--- config.mk ---
export PLATFORM = sky130hd
export DESIGN_NAME = background_subtract_weighted_centroid
export DESIGN_NICKNAME = d
export VERILOG_FILES = /design/src/bswc_pkg.sv /design/src/bswc_div.sv /design/src/background_subtract_weighted_centroid.sv
export SDC_FILE = /design/constraint.sdc
export NUM_CORES = 1
export LEC_CHECK = 0
export BUFFER_PORTS_ARGS = -buffer_cell sky130_fd_sc_hd__buf_2
export CORE_UTILIZATION = 60
export DETAILED_ROUTE_END_ITERATION = 16
export PLACE_DENSITY = 0.77
export SLEW_MARGIN = 20
export SYNTH_ARGS = -nofsm -noshare
export SYNTH_HDL_FRONTEND = slang
export SYNTH_SLANG_ARGS = --single-unit
--- constraint.sdc ---
create_clock -name aclk -period 15.2 [get_ports aclk]
set_input_delay 0.76 -clock aclk [delete_from_list [all_inputs] [get_ports aclk]]
set_output_delay 0.76 -clock aclk [all_outputs]
set_load 0.01 [all_outputs]
--- src/bswc_pkg.sv ---
`default_nettype none

package bswc_pkg;

    // Largest frame the counters and accumulators are sized for.
    localparam int MAX_WIDTH  = 4096;
    localparam int MAX_HEIGHT = 4096;

    localparam int PIX_W  = 8;
    localparam int DIFF_W = 8;
    localparam int THR_W  = 8;
    localparam int SIZE_W = 13;
    localparam int CENT_W = 13;
    localparam int IDX_W  = 2;
    localparam int CFG_W  = 13;

    localparam int COL_W = $clog2(MAX_WIDTH);
    localparam int ROW_W = $clog2(MAX_HEIGHT);
    localparam int POS_W = (COL_W > ROW_W) ? COL_W : ROW_W;
    localparam int MUL_W = POS_W + DIFF_W;

    // Pixel count of the largest frame, plus one bit of headroom.
    localparam int CNT_BITS = COL_W + ROW_W + 1;
    localparam int WGT_W    = DIFF_W + CNT_BITS;
    localparam int SUM_W    = POS_W + DIFF_W + CNT_BITS;

    // The mean of a position never exceeds the largest position.
    localparam int DIV_BITS = POS_W;
    localparam int DVS_W    = WGT_W + DIV_BITS - 1;
    localparam int CMP_W    = (SUM_W > DVS_W) ? SUM_W : DVS_W;
    localparam int DCNT_W   = $clog2(DIV_BITS + 1);

    localparam int SCMP_W = ((POS_W > SIZE_W) ? POS_W : SIZE_W) + 1;

    localparam logic [IDX_W-1:0] REG_THRESHOLD    = 2'd0;
    localparam logic [IDX_W-1:0] REG_FRAME_WIDTH  = 2'd1;
    localparam logic [IDX_W-1:0] REG_FRAME_HEIGHT = 2'd2;

    localparam logic [THR_W-1:0]  THRESHOLD_RST    = 8'd50;
    localparam logic [SIZE_W-1:0] FRAME_WIDTH_RST  = 13'd640;
    localparam logic [SIZE_W-1:0] FRAME_HEIGHT_RST = 13'd480;
    localparam logic [CENT_W-1:0] CENT_NONE        = '1;

    typedef enum logic [2:0] {
        ST_IDLE,
        ST_ACC_COL,
        ST_ACC_ROW,
        ST_DECIDE,
        ST_DIV_X,
        ST_DIV_Y,
        ST_FINISH
    } state_t;

    typedef struct packed {
        logic done;
    } div_stat_t;

    // A size of zero acts as one; a size above the maximum acts as the maximum.
    function automatic logic [SIZE_W-1:0] clamp_size(input logic [SIZE_W-1:0] v,
                                                     input int maxv);
        logic [SIZE_W:0] vx;
        vx = {1'b0, v};
        if (v == '0) begin
            return SIZE_W'(1);
        end else if (int'(vx) > maxv) begin
            return SIZE_W'(maxv);
        end else begin
            return v;
        end
    endfunction

endpackage

`default_nettype wire

--- src/bswc_div.sv ---
`default_nettype none

module bswc_div (
    input  wire                           aclk,
    input  wire                           aresetn,
    input  wire                           start,
    input  wire [bswc_pkg::SUM_W-1:0]     numer,
    input  wire [bswc_pkg::WGT_W-1:0]     denom,
    output bswc_pkg::div_stat_t           stat,
    output logic [bswc_pkg::DIV_BITS-1:0] quot
);
    import bswc_pkg::*;

    // Restoring division, one quotient bit per cycle, MSB first.
    logic [SUM_W-1:0]    rem_reg;
    logic [DVS_W-1:0]    dvs_reg;
    logic [DIV_BITS-1:0] q_reg;
    logic [DCNT_W-1:0]   cnt_reg;
    logic                busy_reg;
    logic                done_reg;

    logic                fits;
    logic [CMP_W-1:0]    diff_next;

    assign fits      = CMP_W'(rem_reg) >= CMP_W'(dvs_reg);
    assign diff_next = CMP_W'(rem_reg) - CMP_W'(dvs_reg);

    always_ff @(posedge aclk) begin
        if (!aresetn) begin
            busy_reg <= 1'b0;
            done_reg <= 1'b0;
        end else begin
            done_reg <= busy_reg && (cnt_reg == '0) && !start;
            if (start) begin
                busy_reg <= 1'b1;
            end else if (busy_reg && cnt_reg == '0) begin
                busy_reg <= 1'b0;
            end
        end
    end

    always_ff @(posedge aclk) begin
        if (start) begin
            rem_reg <= numer;
            dvs_reg <= {denom, {(DIV_BITS-1){1'b0}}};
            q_reg   <= '0;
            cnt_reg <= DCNT_W'(DIV_BITS - 1);
        end else if (busy_reg) begin
            if (fits) begin
                rem_reg <= SUM_W'(diff_next);
            end
            q_reg   <= {q_reg[DIV_BITS-2:0], fits};
            dvs_reg <= dvs_reg >> 1;
            cnt_reg <= cnt_reg - DCNT_W'(1);
        end
    end

    assign stat.done = done_reg;
    assign quot      = q_reg;

endmodule

`default_nettype wire

--- src/background_subtract_weighted_centroid.sv ---
`default_nettype none

// A pixel's result reaches the output register through the decide and finish states,
// after the column and row accumulation states when it counts toward the centroid;
// the next input transfer waits until it is loaded. A frame end with any weight adds
// two 12-bit divisions on the shared divider. A result not yet taken stalls the input.
// A synchronous active-low reset restores the register defaults (threshold
// 50, 640 by 480) and clears the counters, accumulators and output valid.
module background_subtract_weighted_centroid (
    input  wire         aclk,
    input  wire         aresetn,

    // Fields from bit 0 up: pixel [7:0], background_pixel [15:8].
    input  wire  [15:0] s_tdata,
    input  wire         s_tvalid,
    output logic        s_tready,

    // Fields from bit 0 up: diff_pixel [7:0], centroid_x [20:8],
    // centroid_y [33:21], zero fill [39:34].
    output logic [39:0] m_tdata,
    output logic        m_tlast,
    output logic        m_tvalid,
    input  wire         m_tready,

    input  wire                        cfg_wr_en,
    input  wire  [bswc_pkg::IDX_W-1:0] cfg_index,
    input  wire  [bswc_pkg::CFG_W-1:0] cfg_wdata
);
    import bswc_pkg::*;

    // Configuration registers.
    logic [THR_W-1:0]  threshold_reg;
    logic [SIZE_W-1:0] frame_width_reg;
    logic [SIZE_W-1:0] frame_height_reg;

    // Sequencer and frame state.
    state_t            state_reg, state_next;
    logic [COL_W-1:0]  col_reg;
    logic [ROW_W-1:0]  row_reg;
    logic [SUM_W-1:0]  sum_x_reg;
    logic [SUM_W-1:0]  sum_y_reg;
    logic [WGT_W-1:0]  wgt_reg;

    // The pixel under work.
    logic [DIFF_W-1:0] diff_reg;
    logic [DIFF_W-1:0] clip_reg;
    logic [CENT_W-1:0] cx_reg;
    logic [CENT_W-1:0] cy_reg;

    // Result register.
    logic [DIFF_W-1:0] m_diff_reg;
    logic              m_last_reg;
    logic [CENT_W-1:0] m_cx_reg;
    logic [CENT_W-1:0] m_cy_reg;
    logic              m_valid_reg;

    // Input difference and threshold test.
    logic [PIX_W-1:0]  in_pixel;
    logic [PIX_W-1:0]  in_bg;
    logic signed [PIX_W:0] in_diff;
    logic              in_hit;
    logic              in_take;

    assign in_pixel = s_tdata[7:0];
    assign in_bg    = s_tdata[15:8];
    assign in_diff  = $signed({1'b0, in_pixel}) - $signed({1'b0, in_bg});
    assign in_hit   = in_diff >= $signed({1'b0, threshold_reg});
    assign in_take  = s_tvalid && s_tready;

    // Frame position tests against the clamped size.
    logic [SIZE_W-1:0] w_eff;
    logic [SIZE_W-1:0] h_eff;
    logic              last_col;
    logic              frame_end;

    assign w_eff     = clamp_size(frame_width_reg, MAX_WIDTH);
    assign h_eff     = clamp_size(frame_height_reg, MAX_HEIGHT);
    assign last_col  = SCMP_W'(col_reg) >= SCMP_W'(w_eff) - SCMP_W'(1);
    assign frame_end = last_col && (SCMP_W'(row_reg) >= SCMP_W'(h_eff) - SCMP_W'(1));

    // The one multiplier serves the column product and then the row product.
    logic [POS_W-1:0] mul_a;
    logic [MUL_W-1:0] product;

    assign mul_a   = (state_reg == ST_ACC_COL) ? POS_W'(col_reg) : POS_W'(row_reg);
    assign product = MUL_W'(mul_a) * MUL_W'(diff_reg);

    // Shared divider.
    logic                div_start;
    logic [SUM_W-1:0]    div_numer;
    div_stat_t           div_stat;
    logic [DIV_BITS-1:0] div_quot;

    bswc_div u_div (
        .aclk    (aclk),
        .aresetn (aresetn),
        .start   (div_start),
        .numer   (div_numer),
        .denom   (wgt_reg),
        .stat    (div_stat),
        .quot    (div_quot)
    );

    // Control decoded from the state.
    logic out_free;
    logic out_load;

    assign out_free = !m_valid_reg || m_tready;

    always_comb begin
        state_next = state_reg;
        case (state_reg)
            ST_IDLE: begin
                if (in_take) begin
                    state_next = in_hit ? ST_ACC_COL : ST_DECIDE;
                end
            end
            ST_ACC_COL: begin
                state_next = ST_ACC_ROW;
            end
            ST_ACC_ROW: begin
                state_next = ST_DECIDE;
            end
            ST_DECIDE: begin
                if (frame_end && wgt_reg != '0) begin
                    state_next = ST_DIV_X;
                end else begin
                    state_next = ST_FINISH;
                end
            end
            ST_DIV_X: begin
                if (div_stat.done) begin
                    state_next = ST_DIV_Y;
                end
            end
            ST_DIV_Y: begin
                if (div_stat.done) begin
                    state_next = ST_FINISH;
                end
            end
            ST_FINISH: begin
                if (out_free) begin
                    state_next = ST_IDLE;
                end
            end
            default: begin
                state_next = ST_IDLE;
            end
        endcase
    end

    always_comb begin
        s_tready  = 1'b0;
        div_start = 1'b0;
        div_numer = sum_x_reg;
        out_load  = 1'b0;
        case (state_reg)
            ST_IDLE: begin
                s_tready = 1'b1;
            end
            ST_DECIDE: begin
                div_start = frame_end && (wgt_reg != '0);
            end
            ST_DIV_X: begin
                // The column quotient lands as the row division starts.
                div_start = div_stat.done;
                div_numer = sum_y_reg;
            end
            ST_FINISH: begin
                out_load = out_free;
            end
            default: begin
                s_tready = 1'b0;
            end
        endcase
    end

    always_ff @(posedge aclk) begin
        if (!aresetn) begin
            state_reg <= ST_IDLE;
        end else begin
            state_reg <= state_next;
        end
    end

    // Configuration writes; an index past the list is ignored.
    always_ff @(posedge aclk) begin
        if (!aresetn) begin
            threshold_reg    <= THRESHOLD_RST;
            frame_width_reg  <= FRAME_WIDTH_RST;
            frame_height_reg <= FRAME_HEIGHT_RST;
        end else if (cfg_wr_en) begin
            case (cfg_index)
                REG_THRESHOLD:    threshold_reg    <= cfg_wdata[THR_W-1:0];
                REG_FRAME_WIDTH:  frame_width_reg  <= cfg_wdata[SIZE_W-1:0];
                REG_FRAME_HEIGHT: frame_height_reg <= cfg_wdata[SIZE_W-1:0];
                default: begin
                end
            endcase
        end
    end

    // Pixel capture and the centroid quotients.
    always_ff @(posedge aclk) begin
        if (in_take) begin
            diff_reg <= in_diff[DIFF_W-1:0];
            clip_reg <= in_diff[PIX_W] ? '0 : in_diff[DIFF_W-1:0];
        end
        if (state_reg == ST_DECIDE) begin
            cx_reg <= CENT_NONE;
            cy_reg <= CENT_NONE;
        end else if (state_reg == ST_DIV_X && div_stat.done) begin
            cx_reg <= CENT_W'(div_quot);
        end else if (state_reg == ST_DIV_Y && div_stat.done) begin
            cy_reg <= CENT_W'(div_quot);
        end
    end

    // Accumulators and the raster position. The frame is cleared as its
    // last result is loaded.
    always_ff @(posedge aclk) begin
        if (!aresetn) begin
            col_reg   <= '0;
            row_reg   <= '0;
            sum_x_reg <= '0;
            sum_y_reg <= '0;
            wgt_reg   <= '0;
        end else if (state_reg == ST_ACC_COL) begin
            sum_x_reg <= sum_x_reg + SUM_W'(product);
        end else if (state_reg == ST_ACC_ROW) begin
            sum_y_reg <= sum_y_reg + SUM_W'(product);
            wgt_reg   <= wgt_reg + WGT_W'(diff_reg);
        end else if (out_load) begin
            if (frame_end) begin
                col_reg   <= '0;
                row_reg   <= '0;
                sum_x_reg <= '0;
                sum_y_reg <= '0;
                wgt_reg   <= '0;
            end else if (last_col) begin
                col_reg <= '0;
                row_reg <= row_reg + ROW_W'(1);
            end else begin
                col_reg <= col_reg + COL_W'(1);
            end
        end
    end

    // Output register: it holds a result until the downstream transfer.
    always_ff @(posedge aclk) begin
        if (!aresetn) begin
            m_valid_reg <= 1'b0;
        end else if (out_load) begin
            m_valid_reg <= 1'b1;
        end else if (m_tready) begin
            m_valid_reg <= 1'b0;
        end
    end

    always_ff @(posedge aclk) begin
        if (out_load) begin
            m_diff_reg <= clip_reg;
            m_last_reg <= frame_end;
            m_cx_reg   <= frame_end ? cx_reg : '0;
            m_cy_reg   <= frame_end ? cy_reg : '0;
        end
    end

    assign m_tvalid = m_valid_reg;
    assign m_tlast  = m_last_reg;
    assign m_tdata  = {6'd0, m_cy_reg, m_cx_reg, m_diff_reg};

endmodule

`default_nettype wire

# Yosys cells after proc, flatten, opt, wreduce, memory -nomap -nowiden
# Index checks and enable logic that the tools add are counted.
dict set report word_totals {
  in_bits 36
  elab_cells 130
  reg_bits 369
  out_inout_bits 43
}
dict set report classes {
  bitwise 3
  eq_ne 13
  n_reduce_logical 35
  multipliers 1
  n_lt_le_gt_ge 6
  muxes 37
  addsub 10
}
# operator n
set op_table {}
lappend op_table {{2-to-1 mux 45 bit} 9}
lappend op_table {{2-to-1 mux 33 bit} 3}
lappend op_table {{adder 45 x 20 -> 45 bit} 2}
lappend op_table {{2-to-1 mux 44 bit} 2}
lappend op_table {{2-to-1 mux 12 bit} 5}
lappend op_table {{2-to-1 mux 13 bit} 4}
lappend op_table {{>= comparator 45 x 44 -> 1 bit} 1}
lappend op_table {{subtractor 45 x 44 -> 45 bit} 1}
lappend op_table {{adder 33 x 8 -> 33 bit} 1}
lappend op_table {{nonzero test 33 bit} 1}
lappend op_table {{>= comparator 12 x 14 -> 1 bit} 2}
lappend op_table {{subtractor 13 x 1 -> 14 bit (second input constant)} 2}
lappend op_table {{> comparator 13 bit (second input constant)} 2}
lappend op_table {{zero test 13 bit} 2}
lappend op_table {{adder 12 x 1 -> 12 bit (second input constant)} 2}
lappend op_table {{case mux 3 bit (7 select lines)} 1}
lappend op_table {{multiplier 12 x 8 -> 20 bit} 1}
lappend op_table {{nonzero test 2 bit} 9}
lappend op_table {{2-to-1 mux 3 bit} 4}
lappend op_table {{AND reduction 2 bit} 5}
lappend op_table {{== test 3 bit (second input constant)} 3}
lappend op_table {{>= comparator 9 bit} 1}
lappend op_table {{AND reduction 3 bit} 3}
lappend op_table {{subtractor 8 x 8 -> 9 bit} 1}
lappend op_table {{other kinds (18)} 38}

# Longest topological paths before layout
# Gate-level depths: netlist (run 1).
dict set report depth {
  ltp_word 10
  depth_mapped 33
  depth_no_buf 31
}

# Modules after synthesis
# Synthesis (run 1) repeated with hierarchy kept, for this count alone.
dict set report hier_totals {
  hier_cells 2894
  hier_area_um2 25502.0
}
# module seq_area_each_um2 cells_each n_inst area_each_um2
set modules_own_cells {}
lappend modules_own_cells {background_subtract_weighted_centroid 5755.5 2127 1 18410.2}
lappend modules_own_cells {bswc_div 2922.8 767 1 7091.8}

# Worst setup path after synthesis (run 1)
# Ideal clock, no wire load.
dict set report synth_timing {
  path_kind {flip-flop to flip-flop}
  start {reg state_reg[2]}
  end {reg sum_x_reg[30]}
  t_arrival_ns 7.504
  synth_period_minus_slack_ns 7.591
  required_time_ns 15.113
  stages_incl_launch_ff 30
  path_slack_ns 7.609
  setup_time_ns 0.087
  path_buffers 4
  path_cell_list {dfxtp_1 clkbuf_1 nor3b_2 clkbuf_1 mux2i_1 nand2b_1 fa_1 fa_1 inv_1 fa_1 inv_1 fa_1 inv_1 ha_1 nor3_1 o21a_1 nor3_1 a41o_1 o41ai_1 o21bai_1 a21oi_1 xnor2_1 ha_1 clkbuf_1 and3_1 a221oi_1 a21oi_1 buf_2 a211o_1 o31ai_1}
}
dict set report synth_between {
  elab_chain_cells 5
  word_cells_on_any_way 12
  cone_classes {add/sub (1); mul (1); eq/ne (4); mux (3); reduce/logical (3)}
}
# item line_no
set synth_rtl {}
lappend synth_rtl {{start, declared} background_subtract_weighted_centroid.sv:37} ;# state_t state_reg, state_next;
lappend synth_rtl {{start signal, assigned} background_subtract_weighted_centroid.sv:182} ;# state_reg <= state_next;
lappend synth_rtl {{== test 3 x 1 -> 1 bit} {background_subtract_weighted_centroid.sv:85, background_subtract_weighted_centroid.sv:228}}
lappend synth_rtl {{2-to-1 mux 12 bit} background_subtract_weighted_centroid.sv:85} ;# assign mul_a = (state_reg == ST_ACC_COL) ? POS_W'(col_reg) : POS_W'(row_reg);
lappend synth_rtl {{multiplier 12 x 8 -> 20 bit} background_subtract_weighted_centroid.sv:86} ;# assign product = MUL_W'(mul_a) * MUL_W'(diff_reg);
lappend synth_rtl {{adder 45 x 20 -> 45 bit} background_subtract_weighted_centroid.sv:229} ;# sum_x_reg <= sum_x_reg + SUM_W'(product);
lappend synth_rtl {{2-to-1 mux 45 bit} background_subtract_weighted_centroid.sv:228} ;# end else if (state_reg == ST_ACC_COL) begin
lappend synth_rtl {{end signal, assigned} background_subtract_weighted_centroid.sv:229}
lappend synth_rtl {{end, declared} background_subtract_weighted_centroid.sv:40} ;# logic [SUM_W-1:0] sum_x_reg;
# Several ways; a longest one is shown, not always the timed one.
# A chain may end at the register's enable or synchronous reset.

# Worst setup path in the final report (run 1)
dict set report layout_timing {
  start {reg state_reg[0]}
  end {reg sum_x_reg[38]}
}
# The elaborated chain is that of the path after synthesis.

==> metrics.md, run 1 <==
| Metric | Value |
|---|---|
| Crit. Startpoint | state_reg[0]$_SDFFE_PN0P_ |
| Final ANT Viol Nets | 0 |
| 1st-pass router iterations | 9 |
| Max-slew violation count | 0 |
| Period minus WS final | around 8.9 ns |
| Area grow syn2layout | 8.41% |
| Vias per cell | a little over 6 |
| Synth Register Bits | between 300 and 400 |
| Crit path top cell by count | fa_1 |
| CP max-delay cell | a21oi_1 |
| Hold-fix buffers, CTS | 0 |
| Share of post-route cells with drive strength above 1 | 6.81% |
| First-pass GRT wire length | 100 mm |
| Max stage delay on crit path | 0.80 ns |
| Synth cell types | 80 |
| PwrDens | about 87 nW/um^2 |
| Status | complete, no violations |
| RSZ-0062 raised after global routing | false |
| Core area | 41100 sq um |
| Total of max-cap violations | 0 |
| Hold path start | cfg_wdata[8] |
| Largest net degree at the start of global routing | slightly above 90 |
| Post-DR wirelength/cell | 17.9 um |
| Worst-path clk slew | approximately 0.060 ns |
| Synth Warn # | 0 |
| HPWL Detailed | 45.5 mm |
| Skew final | approximately 0.036 ns |
| # fillers | approximately 3.3k |
| Die span in y | 207 um |
| CP Launch Type | flip-flop |
| TritonCTS clock tree | yes |
| Setup_tns | 0 ns |
| Setup WS post-layout | roughly 6.3 ns |
| Achievable Freq | between 100 and 150 MHz |
| Worst vdd ir | ~0.000073 V |
| Slew headroom | 28.3% |
| Clk sinks | approximately 370 |
| Crit path buf inv count | 4 |
| Pwr Total | 0.00236 W |
| R2r startpoint | state_reg[0]$_SDFFE_PN0P_ |
| Initial antenna violation count | 0 |
| Crit path max fanout | 25 |
| Synth area leaders | dfxtp_1, edfxtp_1, ha_1 |
| Worst EP required | about 16 ns |
| Crit. End Element | flip-flop |
| Clock tree buffer depth | 3 |
| Full die area | 42700 sq um |
| # port buffers | between 70 and 80 |
| CTS H-tree depth | 2 |
| IO Pins | 79 |
| Fin crit share | 58.5% |
| Crit path kind | reg -> reg |
| GRT Residual Overflow | 0 |
| Placer Congestion | ~0.93 |
| Mapped Area | 25100 sq um |
| Setup violations, final | 0 |
| Final Hold Fails | 0 |
| Most common library cells after synthesis | nand2_1, dfxtp_1, nor2_1 |
| Async SR Flop Fraction | 0% |
| Count leader, synth | nand2_1 |
| DRC | 0 |
| Cells after Synth | 2895 |
| Root Buffer | clkbuf_16 |
| GRT Overall Usage | around 29% |
| Number of synthesized flops with an enable pin | 129 |
| Initial Util | 61.2% |
| Worst Tran Pin Value | 1.07 ns |
| Number of buffers created by CTS | 42 |
| # Post-CTS Setup Buffers | 0 |
| Top-area cell type share of the netlist area | a little under a fifth |
| Die Wd | roughly 210 um |
| Post-synthesis area per instance | about 8.7 sq um |
| Nets | 3186 |
| Leak | 11.5 nW |
| Seq/Total Area, Yosys | 34.5% |
| Final wirelength | around 62 mm |
| Worst-skew pair later-pin latency | around 0.6 ns |
| CTS resizes | 0 |
| 1st-iter DRT viols | between 1.5k and 2k |
| Crit path arrival time | 9.36 ns |
| Cell taking the most area after synthesis | dfxtp_1 |
| Worst path top cell family by delay | adder cells |
| Rows | between 70 and 80 |
| Hold/Removal Path Class | in -> reg |
| Main synth FF type | dfxtp_1 |
| Number of global-route vias before repair | about 20k |
| Total number of vias | 21.2k |
| Post-Place Setup Slack | between 6 and 7 ns |
## routing by layer
metal / track usage (%) / routed length, um / up-vias
li1: - / - / 10200
met1: 41.2 / 28200 / 10200
met2: 46.3 / 28600 / 747
met3: 3.70 / 4190 / 97
met4: 8.06 / 1300 / 0
met5: 0 / 0 / -
## power by group
group          switching [W]  internal, W  leakage, nW
Clock               0.000441     0.000646        0.725
Combinational       0.000124    0.0000707         7.63
Sequential         0.0000362      0.00104         3.16
Total               0.000601      0.00176         11.5
## tightest hold or removal path, cell delays in order
cell	delay, ns
buf_2	0.09
nand2_1	0.04
nand3_1	0.07
## per-stage QoR
step	area [sq um]	cells	util (%)	hold slack (ns)
2_1_floorplan	25200	2900	-	0.400
3_3_place_gp	25700	3389	62.6	0.403
3_5_place_dp	25700	3389	62.6	0.405
4_1_cts	27300	3467	66.3	0.383
5_1_grt	27300	3467	66.3	0.421
6_report	27300	3468	66.3	0.402
## final timing paths
path	end	slack (ns)	depth (start not counted)
max reg2reg	sum_x_reg[38]$_SDFFE_PN0P_	6.32	26
max	sum_x_reg[38]$_SDFFE_PN0P_	6.32	26
min	frame_height_reg[8]$_SDFFE_PN1P_	0.40	3
min reg2reg	m_diff_reg[7]$_DFFE_PP_	0.41	0
## final cells by class
cell class	instances	area (sq um)	share of cell area [%]
clock inverter	28	377	1.38
clock buffer	50	1130	4.16
sequential	369	8680	31.8
inverter	201	754	2.77
antenna	1	2.50	0.00918
tap	532	666	2.44
multi-input combinational	2194	15100	55.5
timing repair buffer	93	518	1.90
## kinds of logic (layout without fill, tap and decap cells)
kind of cell | after synthesis | count (layout) | synth area share (%)
xor gates and xnor gates | 120 | 120 | 4.18
adders and majority gates | 249 | 249 | 14.3
and+or+nand+nor | 1118 | 1118 | 21.8
AOI/OAI and AO/OA | 599 | 599 | 15.4
DFF | 369 | 369 | 34.5
buffers and inverters | 337 | 372 | 5.63
muxes | 102 | 102 | 4.09
other | 1 | 7 | 0.0149
## cell usage in the layout, fill, tap and decap left out, types with 8 or more instances in the layout
| cell type | netlist | layout |
|---|---|---|
| nand2_1 | 346 | 346 |
| dfxtp_1 | 240 | 240 |
| nor2_1 | 213 | 212 |
| inv_1 | 199 | 199 |
| ha_1 | 184 | 184 |
| a21oi_1 | 178 | 178 |
| edfxtp_1 | 129 | 129 |
| o21ai_0 | 105 | 103 |
| nand3_1 | 96 | 96 |
| mux2i_1 | 95 | 95 |
| nor2b_1 | 86 | 86 |
| nand2b_1 | 72 | 72 |
| xnor2_1 | 72 | 72 |
| buf_2 | 18 | 72 |
| fa_1 | 65 | 65 |
| nor3_1 | 62 | 60 |
| and2_1 | 59 | 59 |
| o31ai_1 | 53 | 53 |
| a21o_1 | 52 | 52 |
| nand4_1 | 49 | 49 |
| xor2_1 | 48 | 48 |
| clkbuf_16 | 0 | 43 |
| and3_1 | 34 | 34 |
| or3_1 | 29 | 29 |
| o21a_1 | 25 | 24 |
| a31oi_1 | 25 | 24 |
| a22oi_1 | 24 | 24 |
| nor4_1 | 22 | 22 |
| a211oi_1 | 21 | 21 |
| buf_4 | 12 | 21 |
| o21bai_1 | 14 | 14 |
| o211ai_1 | 13 | 13 |
| or4_1 | 10 | 10 |
| or2_2 | 8 | 8 |
Note: power is estimated with default switching activity, not from simulation.
==> run 2: changes to the inputs <==
--- a/config.mk
+++ b/config.mk
@@ -5,10 +5,11 @@
 export SDC_FILE = /design/constraint.sdc
 export NUM_CORES = 1
 export LEC_CHECK = 0
+export ABC_AREA = 1
 export BUFFER_PORTS_ARGS = -buffer_cell sky130_fd_sc_hd__buf_2
-export CORE_UTILIZATION = 60
+export CORE_UTILIZATION = 58
 export DETAILED_ROUTE_END_ITERATION = 16
-export PLACE_DENSITY = 0.77
+export PLACE_DENSITY = 0.78
 export SLEW_MARGIN = 20
 export SYNTH_ARGS = -nofsm -noshare
 export SYNTH_HDL_FRONTEND = slang
==> constraint.sdc (replaced) <==
create_clock -name aclk -period 7.3 [get_ports aclk]
set_input_delay 0.365 -clock aclk [delete_from_list [all_inputs] [get_ports aclk]]
set_output_delay 0.365 -clock aclk [all_outputs]
set_load 0.01 [all_outputs]
==> run 2 against run 1 <==
  * Combinational power grew to 33 times the previous value
  * Synthesized area grew 7.7%
  * Clock power grew 98%
  * Global-route usage grew 4.2 points
  * Critical endpoint is now sum_x_reg[44]$_SDFFE_PN0P_
  * Wire length grew 26%
  * Non-clock buffer count grew 50
==> metrics.md, run 2 <==
| Metric | Value |
|---|---|
| Status | complete, no violations |
| Max-slew violation count | 0 (unchanged) |
| Fin util | 65.2% (-1.1 points) |
| Setup WS post-layout | 0.421 ns (-5.89 ns) |
| Crit path max fanout | 14 (-44%) |
| Period minus WS final | 6.88 ns (-2.01 ns) |
| Share of post-route cells with drive strength above 1 | 7.94% (+1.1 points) |
| Clk sinks | 369 (unchanged) |
| GRT Overall Usage | 33.2% (+4.2 points) |
| Area grow syn2layout | 9.96% |
| Total number of vias | 25.8k (+21%) |
| # fillers | 4167 (+27%) |
| Area of the multi-input gates | 16000 sq um (+6.0%) |
| 1st-pass router iterations | 6 (-3) |
| CTS H-tree depth | 2 (unchanged) |
| RSZ-0062 raised after global routing | true |
| Hold-fix buffers, CTS | 0 (unchanged) |
| Die Wd | 218 um (+5.5%) |
| 1st-iter DRT viols | 2392 (+27%) |
| Placer Congestion | 1.02 (+9.2%) |
| Slew headroom | 32.2% (+3.9 points) |
| Worst EP required | 7.79 ns (-7.88 ns) |
| Crit path kind | reg -> reg |
| Die span in y | 218 um (+5.5%) |
| FF+latch area | 8680 sq um (about the same) |
| Fin Hold WS | 0.0304 ns (-0.372 ns) |
| Async SR Flop Fraction | 0% (unchanged) |
| Largest net degree at the start of global routing | 88 (-3.3%) |
| Synth area leaders | dfxtp_1, edfxtp_1, nand2_1 |
| Crit path arrival time | 7.37 ns (-1.99 ns) |
| Skew final | 0.0395 ns (+0.00354 ns) |
| Seq/Total Area, Yosys | 32.1% (-2.5 points) |
| Most common library cells after synthesis | nand2_1, inv_1, nor2_1 |
| Number of buffers created by CTS | 41 (-2.4%) |
| Full die area | 47600 sq um (+11%) |
| Worst-skew pair later-pin latency | 0.61 ns (+0.02 ns) |
| Cell taking the most area after synthesis | dfxtp_1 |
| CP max-delay cell | fa_1 |
| Post-Place Setup Slack | 0.0144 ns (-6.50 ns) |
| Crit. End Element | flip-flop |
| TritonCTS clock tree | yes |
| Post-DR wirelength/cell | 17.1 um (-4.5%) |
| Setup violations, final | 0 (unchanged) |
| Achievable Freq | 145 MHz (+29%) |
| Worst-path clk slew | 0.06 ns (about the same) |
| Initial antenna violation count | 0 (unchanged) |
| Rows | 78 (+5.4%) |
| Commonest non-fill, non-tap cell in the layout | nand2_1 |
| PwrDens | 366 nW/um^2 (+320%) |
| Core area | 45700 sq um (+11%) |
| Top-area cell type share of the netlist area | 17.7% (-1.4 points) |
| Setup_tns | 0 ns (unchanged) |
| Cells after Synth | 3848 (+33%) |
| Worst path top cell family by delay | adder cells |
| Max stage delay on crit path | 0.54 ns (-0.26 ns) |
| Nets | 4219 (+32%) |
| Crit path top cell by count | nand2_1 |
| Fin crit share | 94.2% (+36 points) |
| Diodes inserted | 0 (-1) |
| Root Buffer | clkbuf_16 |
| HPWL Detailed | 60.1 mm (+32%) |
| DP Area | 28200 sq um (+9.6%) |
| First-pass GRT wire length | 125 mm (+25%) |
| Synth cell types | 55 (-31%) |
| Final ANT Viol Nets | 0 (unchanged) |
| Mapped Area | 27100 sq um (+7.7%) |
| DRC | 0 (unchanged) |
| Synth Register Bits | 369 (unchanged) |
| Worst Tran Pin Value | 1.01 ns (-0.0686 ns) |
| Clock tree buffer depth | 3 (unchanged) |
| Vias per cell | 5.64 (-7.8%) |
| CP Launch Type | flip-flop |
| Final wirelength | 78.3 mm (+26%) |
| Main synth FF type | dfxtp_1 |
| # port buffers | 72 (unchanged) |
| Number of global-route vias before repair | 24.2k (+21%) |
| Finished Cell Area | 29800 sq um (+9.2%) |
| Synth Warn # | 0 (unchanged) |
| IO Pins | 79 (unchanged) |
| Most frequent cells in the layout | nand2_1, inv_1, nor2_1, a21oi_1, dfxtp_1 |
| Crit path buf inv count | 8 (+4) |
| Post-synthesis area per instance | 7.04 sq um (-19%) |
| Initial Util | 59.3% (-1.9 points) |
| Worst vdd ir | 0.000530 V (+620%) |
| Leak | 13.0 nW (+13%) |
| Hold/Removal Path Class | in -> reg |
| Count leader, synth | nand2_1 |
| GRT Residual Overflow | 0 (unchanged) |
| Total of max-cap violations | 0 (unchanged) |
| Final Hold Fails | 0 (unchanged) |
| Number of synthesized flops with an enable pin | 129 (unchanged) |
[run 2: changes by cell type in the layout (fill, tap and decap cells not counted), moves of 46 or more]
| cell | change |
|---|---|
| nand2b_1 | -72 |
| o21ai_0 | +103 |
| nor2_1 | +171 |
| o31ai_1 | -46 |
| inv_1 | +316 |
| o21ai_1 | +68 |
| and2_1 | -58 |
| nand3_1 | +97 |
| nand2_1 | +583 |
| nor2b_1 | -86 |
| a21oi_1 | +160 |
| buf_4 | +50 |
| mux2i_1 | -95 |
[run 2: worst min-delay path, cell delays in order]
cell     delay (ns)
buf_2          0.09
nand2_1        0.05
nand3_1        0.07
[run 2: metal layers]
layer  global-route usage [%]  vias up  routed length, um  share of wire (%)
li1                         -    12800                  -                  -
met1                     46.2    12000              34900                 45
met2                     51.7      859              34300                 44
met3                     5.63      134               6450                8.2
met4                     11.5        0               2560                3.3
met5                        0        -                  0                  0
[run 2: worst paths after layout]
path | slack [ns] | endpoint | startpoint | cells after the start
max reg2reg | 0.42 | sum_x_reg[44]$_SDFFE_PN0P_ | state_reg[0]$_SDFFE_PN0P_ | 40
min | 0.03 | frame_width_reg[9]$_SDFFE_PN1P_ | cfg_wdata[9] | 3
max | 0.42 | sum_x_reg[44]$_SDFFE_PN0P_ | state_reg[0]$_SDFFE_PN0P_ | 40
min reg2reg | 0.42 | m_diff_reg[6]$_DFFE_PP_ | clip_reg[6]$_SDFFCE_PN0P_ | 0
[run 2: report_power, final]
group / internal [W] / leakage, nW / switching (W)
Clock: 0.00123 / 0.682 / 0.000937
Combinational: 0.00218 / 9.23 / 0.00417
Sequential: 0.00228 / 3.08 / 0.000113
Total: 0.00568 / 13.0 / 0.00522
[run 2: area by class of cell]
type	count	share of cell area [%]
clock buffers	54	3.82
clock inverters	22	0.933
inverters	532	6.72
multi-input cells	2847	53.9
flip-flops and latches	369	29.2
well taps	600	2.52
repair buffers	143	3.00
[run 2: logic make-up after synthesis]
kind of cell | synth area share (%)
AO/OA/AOI/OAI | 14.5
buffers and inverters | 9.38
XOR/XNOR | 3.33
other | 0.0138
flip-flops | 32.1
AND/OR/NAND/NOR | 27.4
adder cells (fa/ha/maj) | 13.3
[run 2: repair_timing]
item,in CTS,in global routing
setup buffers,0,1
gates resized for setup,1,39
setup endpoints to repair,2,56
pin swaps,0,3
[run 2: metrics by stage]
step                      power (W)  instances
after floorplan             0.00685       3853
after global placement      0.00848       4490
after detailed placement    0.00854       4490
after CTS                    0.0107       4566
after global routing         0.0118       4567
final                        0.0109       4567
